### config.mk
export PLATFORM = sky130hd
export DESIGN_NAME = afbf_ctrl
export DESIGN_NICKNAME = d
export VERILOG_FILES = /design/src/afbf_pkg.sv /design/src/afbf_ctrl.sv
export SDC_FILE = /design/constraint.sdc
export NUM_CORES = 1
export LEC_CHECK = 0
export BUFFER_PORTS_ARGS = -buffer_cell sky130_fd_sc_hd__buf_4
export CAP_MARGIN = 20
export CORE_AREA = 2 2 39 41
export CTS_CLUSTER_DIAMETER = 30
export DETAILED_ROUTE_END_ITERATION = 16
export DIE_AREA = 0 0 41 43
export GPL_ROUTABILITY_DRIVEN = 0
export MAX_ROUTING_LAYER = met4
export PLACE_DENSITY = 0.38
export SKIP_CTS_REPAIR_TIMING = 1
export SKIP_LAST_GASP = 1
export SLEW_MARGIN = 10
export SYNTH_ARGS = -nofsm -noshare
export SYNTH_HDL_FRONTEND = slang
export SYNTH_SLANG_ARGS = --single-unit
### constraint.sdc
create_clock -name clk -period 2.2 [get_ports clk]
set_input_delay 0.44 -clock clk [delete_from_list [all_inputs] [get_ports clk]]
set_output_delay 0.44 -clock clk [all_outputs]
set_load 0.02 [all_outputs]
### src/afbf_pkg.sv
// afbf_pkg: shared types, codes and text mask helpers for the prefix filter
// used by afbf_ctrl, afbf_dp and the top level; no dependencies
package afbf_pkg;

	localparam int MAX_CHARS   = 15;
	localparam int TEXT_HIGH_W = 64;
	localparam int TEXT_LOW_W  = 56;
	localparam int LEN_W       = 4;

	// action codes
	localparam logic [1:0] ACT_ADD          = 2'd0;
	localparam logic [1:0] ACT_QUERY_ACTIVE = 2'd1;
	localparam logic [1:0] ACT_QUERY_SELECT = 2'd2;

	// list type codes
	localparam logic [1:0] LT_ALLOW_ALL    = 2'd0;
	localparam logic [1:0] LT_ALLOW_LISTED = 2'd1;
	localparam logic [1:0] LT_BLOCK_LISTED = 2'd2;

	// status codes
	localparam logic [1:0] ST_OK      = 2'd0;
	localparam logic [1:0] ST_BAD_LEN = 2'd1;
	localparam logic [1:0] ST_FULL    = 2'd2;

	// config register indexes
	localparam logic [1:0] CFG_ACTIVE_LIST  = 2'd0;
	localparam logic [1:0] CFG_SERVICE_TYPE = 2'd1;
	localparam logic [1:0] CFG_CHECK_TYPE   = 2'd2;

	typedef enum logic [1:0] {
		S_IDLE,
		S_DECIDE,
		S_WALK,
		S_REPLY
	} ctrl_state_t;

	typedef struct packed {
		logic load;
		logic decide;
		logic walk;
	} afbf_cmd_t;

	typedef struct packed {
		logic need_walk;
		logic walk_done;
	} afbf_stat_t;

	typedef struct packed {
		logic [TEXT_HIGH_W-1:0] high;
		logic [TEXT_LOW_W-1:0]  low;
		logic [LEN_W-1:0]       size;
	} entry_t;

	// keeps the first n characters of the high word
	function automatic logic [TEXT_HIGH_W-1:0] high_mask(input logic [LEN_W-1:0] n);
		logic [TEXT_HIGH_W-1:0] m;
		m = '0;
		for (int b = 0; b < 8; b++) begin
			if (LEN_W'(b) < n) begin
				m[TEXT_HIGH_W-1-8*b -: 8] = 8'hFF;
			end
		end
		return m;
	endfunction

	// keeps characters 9 to n of the low word
	function automatic logic [TEXT_LOW_W-1:0] low_mask(input logic [LEN_W-1:0] n);
		logic [TEXT_LOW_W-1:0] m;
		m = '0;
		for (int b = 0; b < 7; b++) begin
			if (LEN_W'(b + 8) < n) begin
				m[TEXT_LOW_W-1-8*b -: 8] = 8'hFF;
			end
		end
		return m;
	endfunction

endpackage

### src/afbf_ctrl.sv
// afbf_ctrl: sequencing state machine for the prefix filter
// depends on afbf_pkg; drives afbf_dp through command and status structs
module afbf_ctrl
	import afbf_pkg::*;
(
	input  logic       clk,
	input  logic       arst_n,
	input  logic       start,
	input  afbf_stat_t stat,
	output afbf_cmd_t  cmd,
	output logic       busy,
	output logic       done
);

	ctrl_state_t state_q, state_d;

	always_ff @(posedge clk or negedge arst_n) begin
		if (!arst_n) begin
			state_q <= S_IDLE;
		end else begin
			state_q <= state_d;
		end
	end

	always_comb begin
		state_d    = state_q;
		cmd        = '0;
		busy       = 1'b1;
		done       = 1'b0;
		unique case (state_q)
			S_IDLE: begin
				busy = 1'b0;
				if (start) begin
					cmd.load = 1'b1;
					state_d  = S_DECIDE;
				end
			end
			S_DECIDE: begin
				cmd.decide = 1'b1;
				state_d    = stat.need_walk ? S_WALK : S_REPLY;
			end
			S_WALK: begin
				cmd.walk = 1'b1;
				if (stat.walk_done) begin
					state_d = S_REPLY;
				end
			end
			S_REPLY: begin
				done    = 1'b1;
				state_d = S_IDLE;
			end
			default: begin
				state_d = S_IDLE;
			end
		endcase
	end

endmodule

==> results of run 1 <==
[routing by layer]
layer	up-vias	part of all wire (%)	wire length (um)	track usage [%]
met5	-	0	0	-
met3	0	16	66	5.24
met1	66	48	193	6.43
met4	0	0	0	2.00
met2	10	36	144	5.94
li1	87	-	-	-
[cells by family after synthesis]
kind of cell | after synthesis | synth area share [%]
mux | 1 | 7.45
simple gates | 6 | 23.0
fa+ha+maj | 5 | 31.1
buf+inv | 3 | 5.59
compound gates | 2 | 8.08
flops | 2 | 24.8
[final cells by class]
class | instances | area (um^2)
Tap cell | 16 | 20.0
Multi-Input combinational cell | 14 | 140
Timing Repair Buffer | 10 | 77.6
Inverter | 3 | 11.3
Sequential cell | 2 | 50.0
Fill cell | 144 | 1060
Clock buffer | 3 | 22.5
[worst max-delay path by stage]
stage | end | slack (ns) | start
final | cmd[2] | 0.46 | state_q[0]
after global routing | cmd[2] | 0.39 | state_q[0]
after detailed placement | state_q[1] | 0.66 | state_q[0]
after global placement | state_q[1] | 0.68 | state_q[0]
after CTS | cmd[2] | 0.44 | state_q[0]
after floorplan | state_q[1] | 0.66 | state_q[0]
[worst max-delay path, stage by stage, from the launching register on]
cell and delay, ns:
dfrtp_1 0.40, inv_1 0.10, ha_1 0.23, and2_2 0.19, buf_4 0.15
[cells in the final DEF (no fill, tap or decap)]
cell,instances
nor2b_1,2
ha_1,5
dlygate4sd3_1,1
o41ai_1,1
or2_4,1
clkbuf_4,3
dfrtp_1,2
and2_2,1
nor2b_4,1
o31ai_1,1
mux2_4,1
nor2_1,1
buf_4,9
inv_1,3
[cells in the mapped netlist, drive strengths merged]
| cell type | instances | area (um^2) |
|---|---|---|
| and2 | 1 | 7.51 |
| ha | 5 | 62.6 |
| o41ai | 1 | 8.76 |
| dfrtp | 2 | 50.1 |
| inv | 3 | 11.3 |
| mux2 | 1 | 15.0 |
| nor2 | 1 | 3.75 |
| or2 | 1 | 8.76 |
| nor2b | 3 | 26.3 |
| o31ai | 1 | 7.51 |
[power by group through the flow]
stage / clock, mW / sequential [mW] / combinational, mW
3_3_place_gp: 0 / 0.0840 / 0.314
4_1_cts: 0.0842 / 0.0835 / 0.319
6_report: 0.0793 / 0.0833 / 0.313
3_5_place_dp: 0 / 0.0840 / 0.316
5_1_grt: 0.0907 / 0.0870 / 0.351
2_1_floorplan: 0 / 0.0780 / 0.227
==> results.toml, run 1 <==
[status]
status = "complete, no violations"

[clock_tree]
clkLatencyLatePin_ns = 0.22
cts_htree_levels = 1
cts_tree = "built"
path_clk_slew_ns = 0.03
numCtsBuffers = 3
root_buffer = "clkbuf_4"
clock_sink_count = 2
cts_buffer_depth = 2

[setup_path]
timing.reg2reg.setup_slack_ns = 0.66
cp-start-kind = "flip-flop"
worst_ep_required_time_ns = 1.76
crit_type = "flip-flop to output pin"
critPathMaxFanout = 5
cp.arrival_ns = 1.30
ff2ff_path_depth = 5
cp-end-kind = "output pin"
r2r-end = "state_q[1]"
timing.rr.start = "state_q[0]"

[power_and_ir_drop]
swShare_pct = 40.9
ir_worst_vdd_v = 0.000497
switchingPower_mw = 0.194
internal_power_mw = 0.281
power.share.clock_pct = 16.7
comb_power_share_pct = 65.8
power.density_nw_per_um2 = 1480
p_seq_share_pct = 17.5
finalPower_mw = 0.476
p_leak_nw = 0.168

[placed_design]
port_buffers = 9
dp_cells = 44
place_area_um2 = 289
pre_cts_ws_ns = 0.660

[final_layout]
diodes = 0
reg.largest.list = "state_q (2)"
largest_reg_flops = 2
final_cell_area_um2 = 322
fin_nets = 44
syn_to_final_growth_pct = 59.6
drive_above_1_share_pct = 50.0
fin_util_pct = 23.2
final_cells = 48
largest_register = "state_q"

[synth]
synth_cell_types = 11
synth_seq_cells = 2
synthCells = 19
seq_area_frac_synth_pct = 24.8
syn_nets = 29
syn-mean-instance-area_um2 = 10.6
syn_area_um2 = 201
yosysWarningCount = 0

[floorplan]
num_io_pins = 10
initial_core_util_pct = 14.6
die_y_um = 43
die_x_um = 41
rows = 14
core-area_um2 = 1380
dieArea_um2 = 1760

[global_route]
grt_pass1_wl_um = 586
overflow = 0
grt_pass1_vias = 142
grt_max_degree = 6
antenna_found_initial = 0
track_usage_pct = 5.35

[sta]
finalHoldViolCount = 0
tns_ns = 0
worst_slack_ns = 0.458
final.min_clock_period_ns = 1.74
slew_headroom_pct = 81.4
final_max_slew_viol_count = 0
worst_slew_pin_slew_ns = 0.276
hold_slack_ns = 0.535
skew_ns = 0.00301
fin_crit_sh_pct = 79.2
rsz0062_at_grt = "no"
setup_viol = 0
fmax_ghz = 0.574

[detailed_routing]
drc = 0
avgViaCountPerCell = 3.40
drtIter0Drc = 4
routed-via-count = 163
ant_nets = 0
drt-total-wl_um = 404
wl_per_cell_um = 8.42
first_pass_iters = 2

[flow_run]
cap_viol_max_count = 0

[min_path]
hp-class = "input port to async pin"
Power figures use the tool's default switching activity.
==> run 2: changes to the inputs <==
==> constraint.sdc (replaced) <==
create_clock -name clk -period 1.8 [get_ports clk]
set_input_delay 0.36 -clock clk [delete_from_list [all_inputs] [get_ports clk]]
set_output_delay 0.36 -clock clk [all_outputs]
set_load 0.02 [all_outputs]
==> run 2 against run 1 <==
Against the previous run: sequential cell count did not move; critical path type unchanged; combinational power rose by 21%; critical endpoint unchanged; critical path depth did not move.
==> results.toml, run 2 (same netlist as run 1, synthesis figures left out) <==
[setup_path]
crit_chain = "inv_1 > ha_1 > and2_2 > buf_4"
timing.reg2reg.setup_slack_ns = 0.28
cp-end-kind = "output pin"
worstSetupEndpoint = "cmd[2]"
worst_ep_required_time_ns = 1.44
critPathSlowestCell = "dfrtp_1"
timing.rr.start = "state_q[0]"
r2r-end = "state_q[1]"
cp.arrival_ns = 1.29
worst-path-buf-inv = 2
cp_top_family = "flip-flops"
cp_num_cells = 4
ff2ff_path_depth = 5
worst_path_largest_cell_delay_ns = 0.39
crit_type = "flip-flop to output pin"
critPathLaunch = "state_q[0]"
cp-start-kind = "flip-flop"
critPathMaxFanout = 5

[final_layout]
layout_common_cells = "buf_4 (9), ha_1 (5), inv_1 (3), clkbuf_4 (3)"
final_common_cell = "buf_4"
syn_to_final_growth_pct = 59.6
largest_register = "state_q"
final_cells = 48
drive_above_1_share_pct = 50.0
largest_reg_flops = 2
reg.largest.list = "state_q (2)"
final_cell_area_um2 = 322
fin_nets = 44
fin_util_pct = 23.2
diodes = 0

[sta]
worst_slew_pin_slew_ns = 0.260
slew_headroom_pct = 82.5
fmax_ghz = 0.607
final_max_slew_viol_count = 0
finalHoldViolCount = 0
final.min_clock_period_ns = 1.65
fin_crit_sh_pct = 91.6
rsz0062_at_grt = "no"
skew_ns = 0.00157
tns_ns = 0
setup_viol = 0

[floorplan]
num_io_pins = 10
die_x_um = 41
dieArea_um2 = 1760
initial_core_util_pct = 14.6
core-area_um2 = 1380
rows = 14
die_y_um = 43

[status]
status = "complete, no violations"

[clock_tree]
root_buffer = "clkbuf_4"
cts_buffer_depth = 2
cts_htree_levels = 1
clock_sink_count = 2
path_clk_slew_ns = 0.03
clkLatencyLatePin_ns = 0.22
numCtsBuffers = 3
cts_tree = "built"

[placed_design]
hpwlAfterDp_um = 331
port_buffers = 9
place_area_um2 = 289
dp_cells = 44

[detailed_routing]
drc = 0
wl_per_cell_um = 8.67
ant_nets = 0
routed-via-count = 172
first_pass_iters = 4
drt-total-wl_um = 416
avgViaCountPerCell = 3.58
drtIter0Drc = 2

[global_route]
grt_pass1_wl_um = 627
grt.met1_usage_pct = 7.07
met2_usage_pct = 6.25
grt_pass1_vias = 163
grt.busiest_layer = "met4"
overflow = 0
use_met3_pct = 2.09
antenna_found_initial = 0
track_usage_pct = 5.97
grt_max_degree = 6

[power_and_ir_drop]
swShare_pct = 41.0
finalPower_mw = 0.580
power.density_nw_per_um2 = 1800
comb_power_share_pct = 65.5
power.share.clock_pct = 17.1
ir_worst_vdd_v = 0.000654
p_seq_share_pct = 17.4
p_leak_nw = 0.168
switchingPower_mw = 0.238
internal_power_mw = 0.343

[min_path]
hp-class = "input port to async pin"

[flow_run]
cap_viol_max_count = 0
run 2: cell counts in the layout (fill, tap and decap cells not counted):
Identical to the previous run, type by type.
run 2: through the flow:
| step | setup slack (ns) | hold slack (ns) |
|---|---|---|
| final | 0.152 | 0.457 |
| after CTS | 0.124 | -0.100 |
| after detailed placement | 0.269 | 0.143 |
| after global placement | 0.287 | 0.145 |
| after floorplan | 0.255 | 0.0644 |
| after global routing | 0.0608 | 0.447 |
run 2: routing by layer:
metal	wire [um]	part of all wire, %
met1	160	38
met2	178	43
met3	77	19
met4	0	0
met5	0	0
run 2: worst min path at each step:
stage                       endpoint  slack [ns]
after global placement    state_q[0]        0.15
final                     state_q[1]        0.46
after global routing      state_q[1]        0.45
after detailed placement  state_q[1]        0.14
after CTS                 state_q[1]       -0.10
after floorplan           state_q[0]        0.06
run 2: cell type report:
cell class | instances | area, um^2
clock buffers | 3 | 22.5
fillers | 155 | 1060
inverters | 3 | 11.3
multi-input cells | 14 | 140
flip-flops and latches | 2 | 50.0
well taps | 16 | 20.0
repair buffers | 10 | 77.6
run 2: worst register-to-register path, stage by stage, from the launching register on:
cell and delay (ns):
dfrtp_1 0.39, inv_1 0.10, ha_1 0.23, nor2b_4 0.14, or2_4 0.25, mux2_4 0.29
run 2: power by group through the flow:
| stage | clock network, mW | registers (mW) | logic [mW] |
|---|---|---|---|
| 2_1_floorplan | 0 | 0.0953 | 0.278 |
| 3_3_place_gp | 0 | 0.102 | 0.386 |
| 3_5_place_dp | 0 | 0.102 | 0.382 |
| 4_1_cts | 0.107 | 0.101 | 0.387 |
| 5_1_grt | 0.117 | 0.106 | 0.425 |
| 6_report | 0.0993 | 0.101 | 0.380 |
==> run 3: changes to the inputs <==
==> constraint.sdc (replaced) <==
create_clock -name clk -period 1.6 [get_ports clk]
set_input_delay 0.32 -clock clk [delete_from_list [all_inputs] [get_ports clk]]
set_output_delay 0.32 -clock clk [all_outputs]
set_load 0.02 [all_outputs]
==> run 3 against run 2 <==
Against the previous run: die area unchanged; via count grew 3.5%; sequential share of layout area down 1.4 points; sequential cell count did not move; combinational power up 38%; cell count rose by 8.3%; critical path type unchanged.
==> results.toml, run 3 (same netlist as run 1, synthesis figures left out) <==
[power_and_ir_drop]
p_leak_nw = 0.186
ir_worst_vdd_v = 0.000692
p_seq_share_pct = 13.4
power.share.clock_pct = 15.3
internal_power_mw = 0.450
power.density_nw_per_um2 = 2080
comb_power_share_pct = 71.3
swShare_pct = 38.8
switchingPower_mw = 0.285
finalPower_mw = 0.735

[final_layout]
final_common_cell = "buf_4"
largest_register = "state_q"
layout_common_cells = "buf_4 (13), ha_1 (4), inv_1 (3), clkbuf_4 (3)"
syn_to_final_growth_pct = 75.8
fin_nets = 48
fin_util_pct = 25.6
reg.largest.list = "state_q (2)"
largest_reg_flops = 2
drive_above_1_share_pct = 58.3
diodes = 0
final_cell_area_um2 = 354

[floorplan]
core-area_um2 = 1380
dieArea_um2 = 1760
die_x_um = 41
rows = 14
num_io_pins = 10
die_y_um = 43
initial_core_util_pct = 14.6

[sta]
fin_crit_sh_pct = 96.0
fmax_ghz = 0.651
finalHoldViolCount = 0
final.min_clock_period_ns = 1.54
setup_viol = 0
final_max_slew_viol_count = 0
skew_ns = 0.000642
slew_headroom_pct = 82.6
worst_slew_pin_slew_ns = 0.258
tns_ns = 0

[placed_design]
place_area_um2 = 297
port_buffers = 9
hpwlAfterDp_um = 316

[detailed_routing]
drt-total-wl_um = 439
wl_per_cell_um = 8.44
drc = 0
avgViaCountPerCell = 3.42
ant_nets = 0
drtIter0Drc = 1
first_pass_iters = 4
routed-via-count = 178

[global_route]
track_usage_pct = 6.69
grt.met1_usage_pct = 7.74
use_met3_pct = 3.14
overflow = 0
met2_usage_pct = 6.25
grt_max_degree = 6
grt_pass1_wl_um = 648
grt.busiest_layer = "met4"
antenna_found_initial = 0
grt_pass1_vias = 164

[setup_path]
crit_chain = "inv_1 > ha_2 > and2_2 > buf_4"
critPathSlowestCell = "dfrtp_1"
worst_ep_required_time_ns = 1.28
worst_path_largest_cell_delay_ns = 0.37
cp-start-kind = "flip-flop"
critPathMaxFanout = 4
cp-end-kind = "output pin"
ff2ff_path_depth = 5
crit_type = "flip-flop to output pin"
cp.arrival_ns = 1.22

[clock_tree]
clkLatencyLatePin_ns = 0.22
root_buffer = "clkbuf_4"
clock_sink_count = 2
numCtsBuffers = 3
cts_tree = "built"
cts_htree_levels = 1
cts_buffer_depth = 2
path_clk_slew_ns = 0.03

[min_path]
hp-class = "input port to async pin"

[flow_run]
cap_viol_max_count = 0

[status]
status = "complete, no violations"
==> run 3: cell types whose count changed in the layout (fill, tap and decap cells not counted) <==
cell and delta:
ha_2 +1, buf_4 +4, ha_1 -1
==> run 3: stage by stage <==
step           hold slack [ns]  std cells  setup WS (ns)
2_1_floorplan           0.0244         19         0.0554
3_3_place_gp             0.102         45         0.0876
3_5_place_dp             0.103         45         0.0720
4_1_cts                 -0.142         48        -0.0390
5_1_grt                  0.392         52        -0.0162
6_report                 0.417         52         0.0643
==> run 3: worst max-delay path: cells and delay by family, from the launching register on <==
family                   cells  cell delay (ns)
adder cells (fa/ha/maj)      1             0.19
buffers and inverters        2             0.24
flip-flops                   1             0.37
AND/OR/NAND/NOR              1             0.18
==> run 3: layer usage <==
metal | up-vias | wire, um
met4 | 0 | 0
met3 | 0 | 50
met2 | 10 | 183
met5 | - | 0
met1 | 72 | 205
li1 | 96 | -
==> run 3: cell type report <==
class	count	area (um^2)
Timing Repair Buffer	14	108
Tap cell	16	20.0
Multi-Input combinational cell	14	143
Inverter	3	11.3
Clock buffer	3	22.5
Sequential cell	2	50.0
Fill cell	151	1030
==> run 3: power by group through the flow <==
stage               combinational, mW  clock, mW  sequential [mW]
floorplan                       0.312          0            0.107
global placement                0.465          0            0.104
detailed placement              0.467          0            0.105
CTS                             0.470      0.122            0.105
global route                    0.590      0.134            0.102
finish                          0.524      0.112           0.0989
==> run 3: final timing paths <==
kind | start | end | slack [ns]
setup / recovery | state_q[1] | cmd[2] | 0.06
hold / removal | arst_n | state_q[1] | 0.42
setup reg to reg | state_q[1] | state_q[1] | 0.08
hold reg to reg | state_q[0] | state_q[0] | 0.58
max in group asynchronous | arst_n | state_q[0] | 1.10
min in group clk | stat[1] | state_q[0] | 0.49
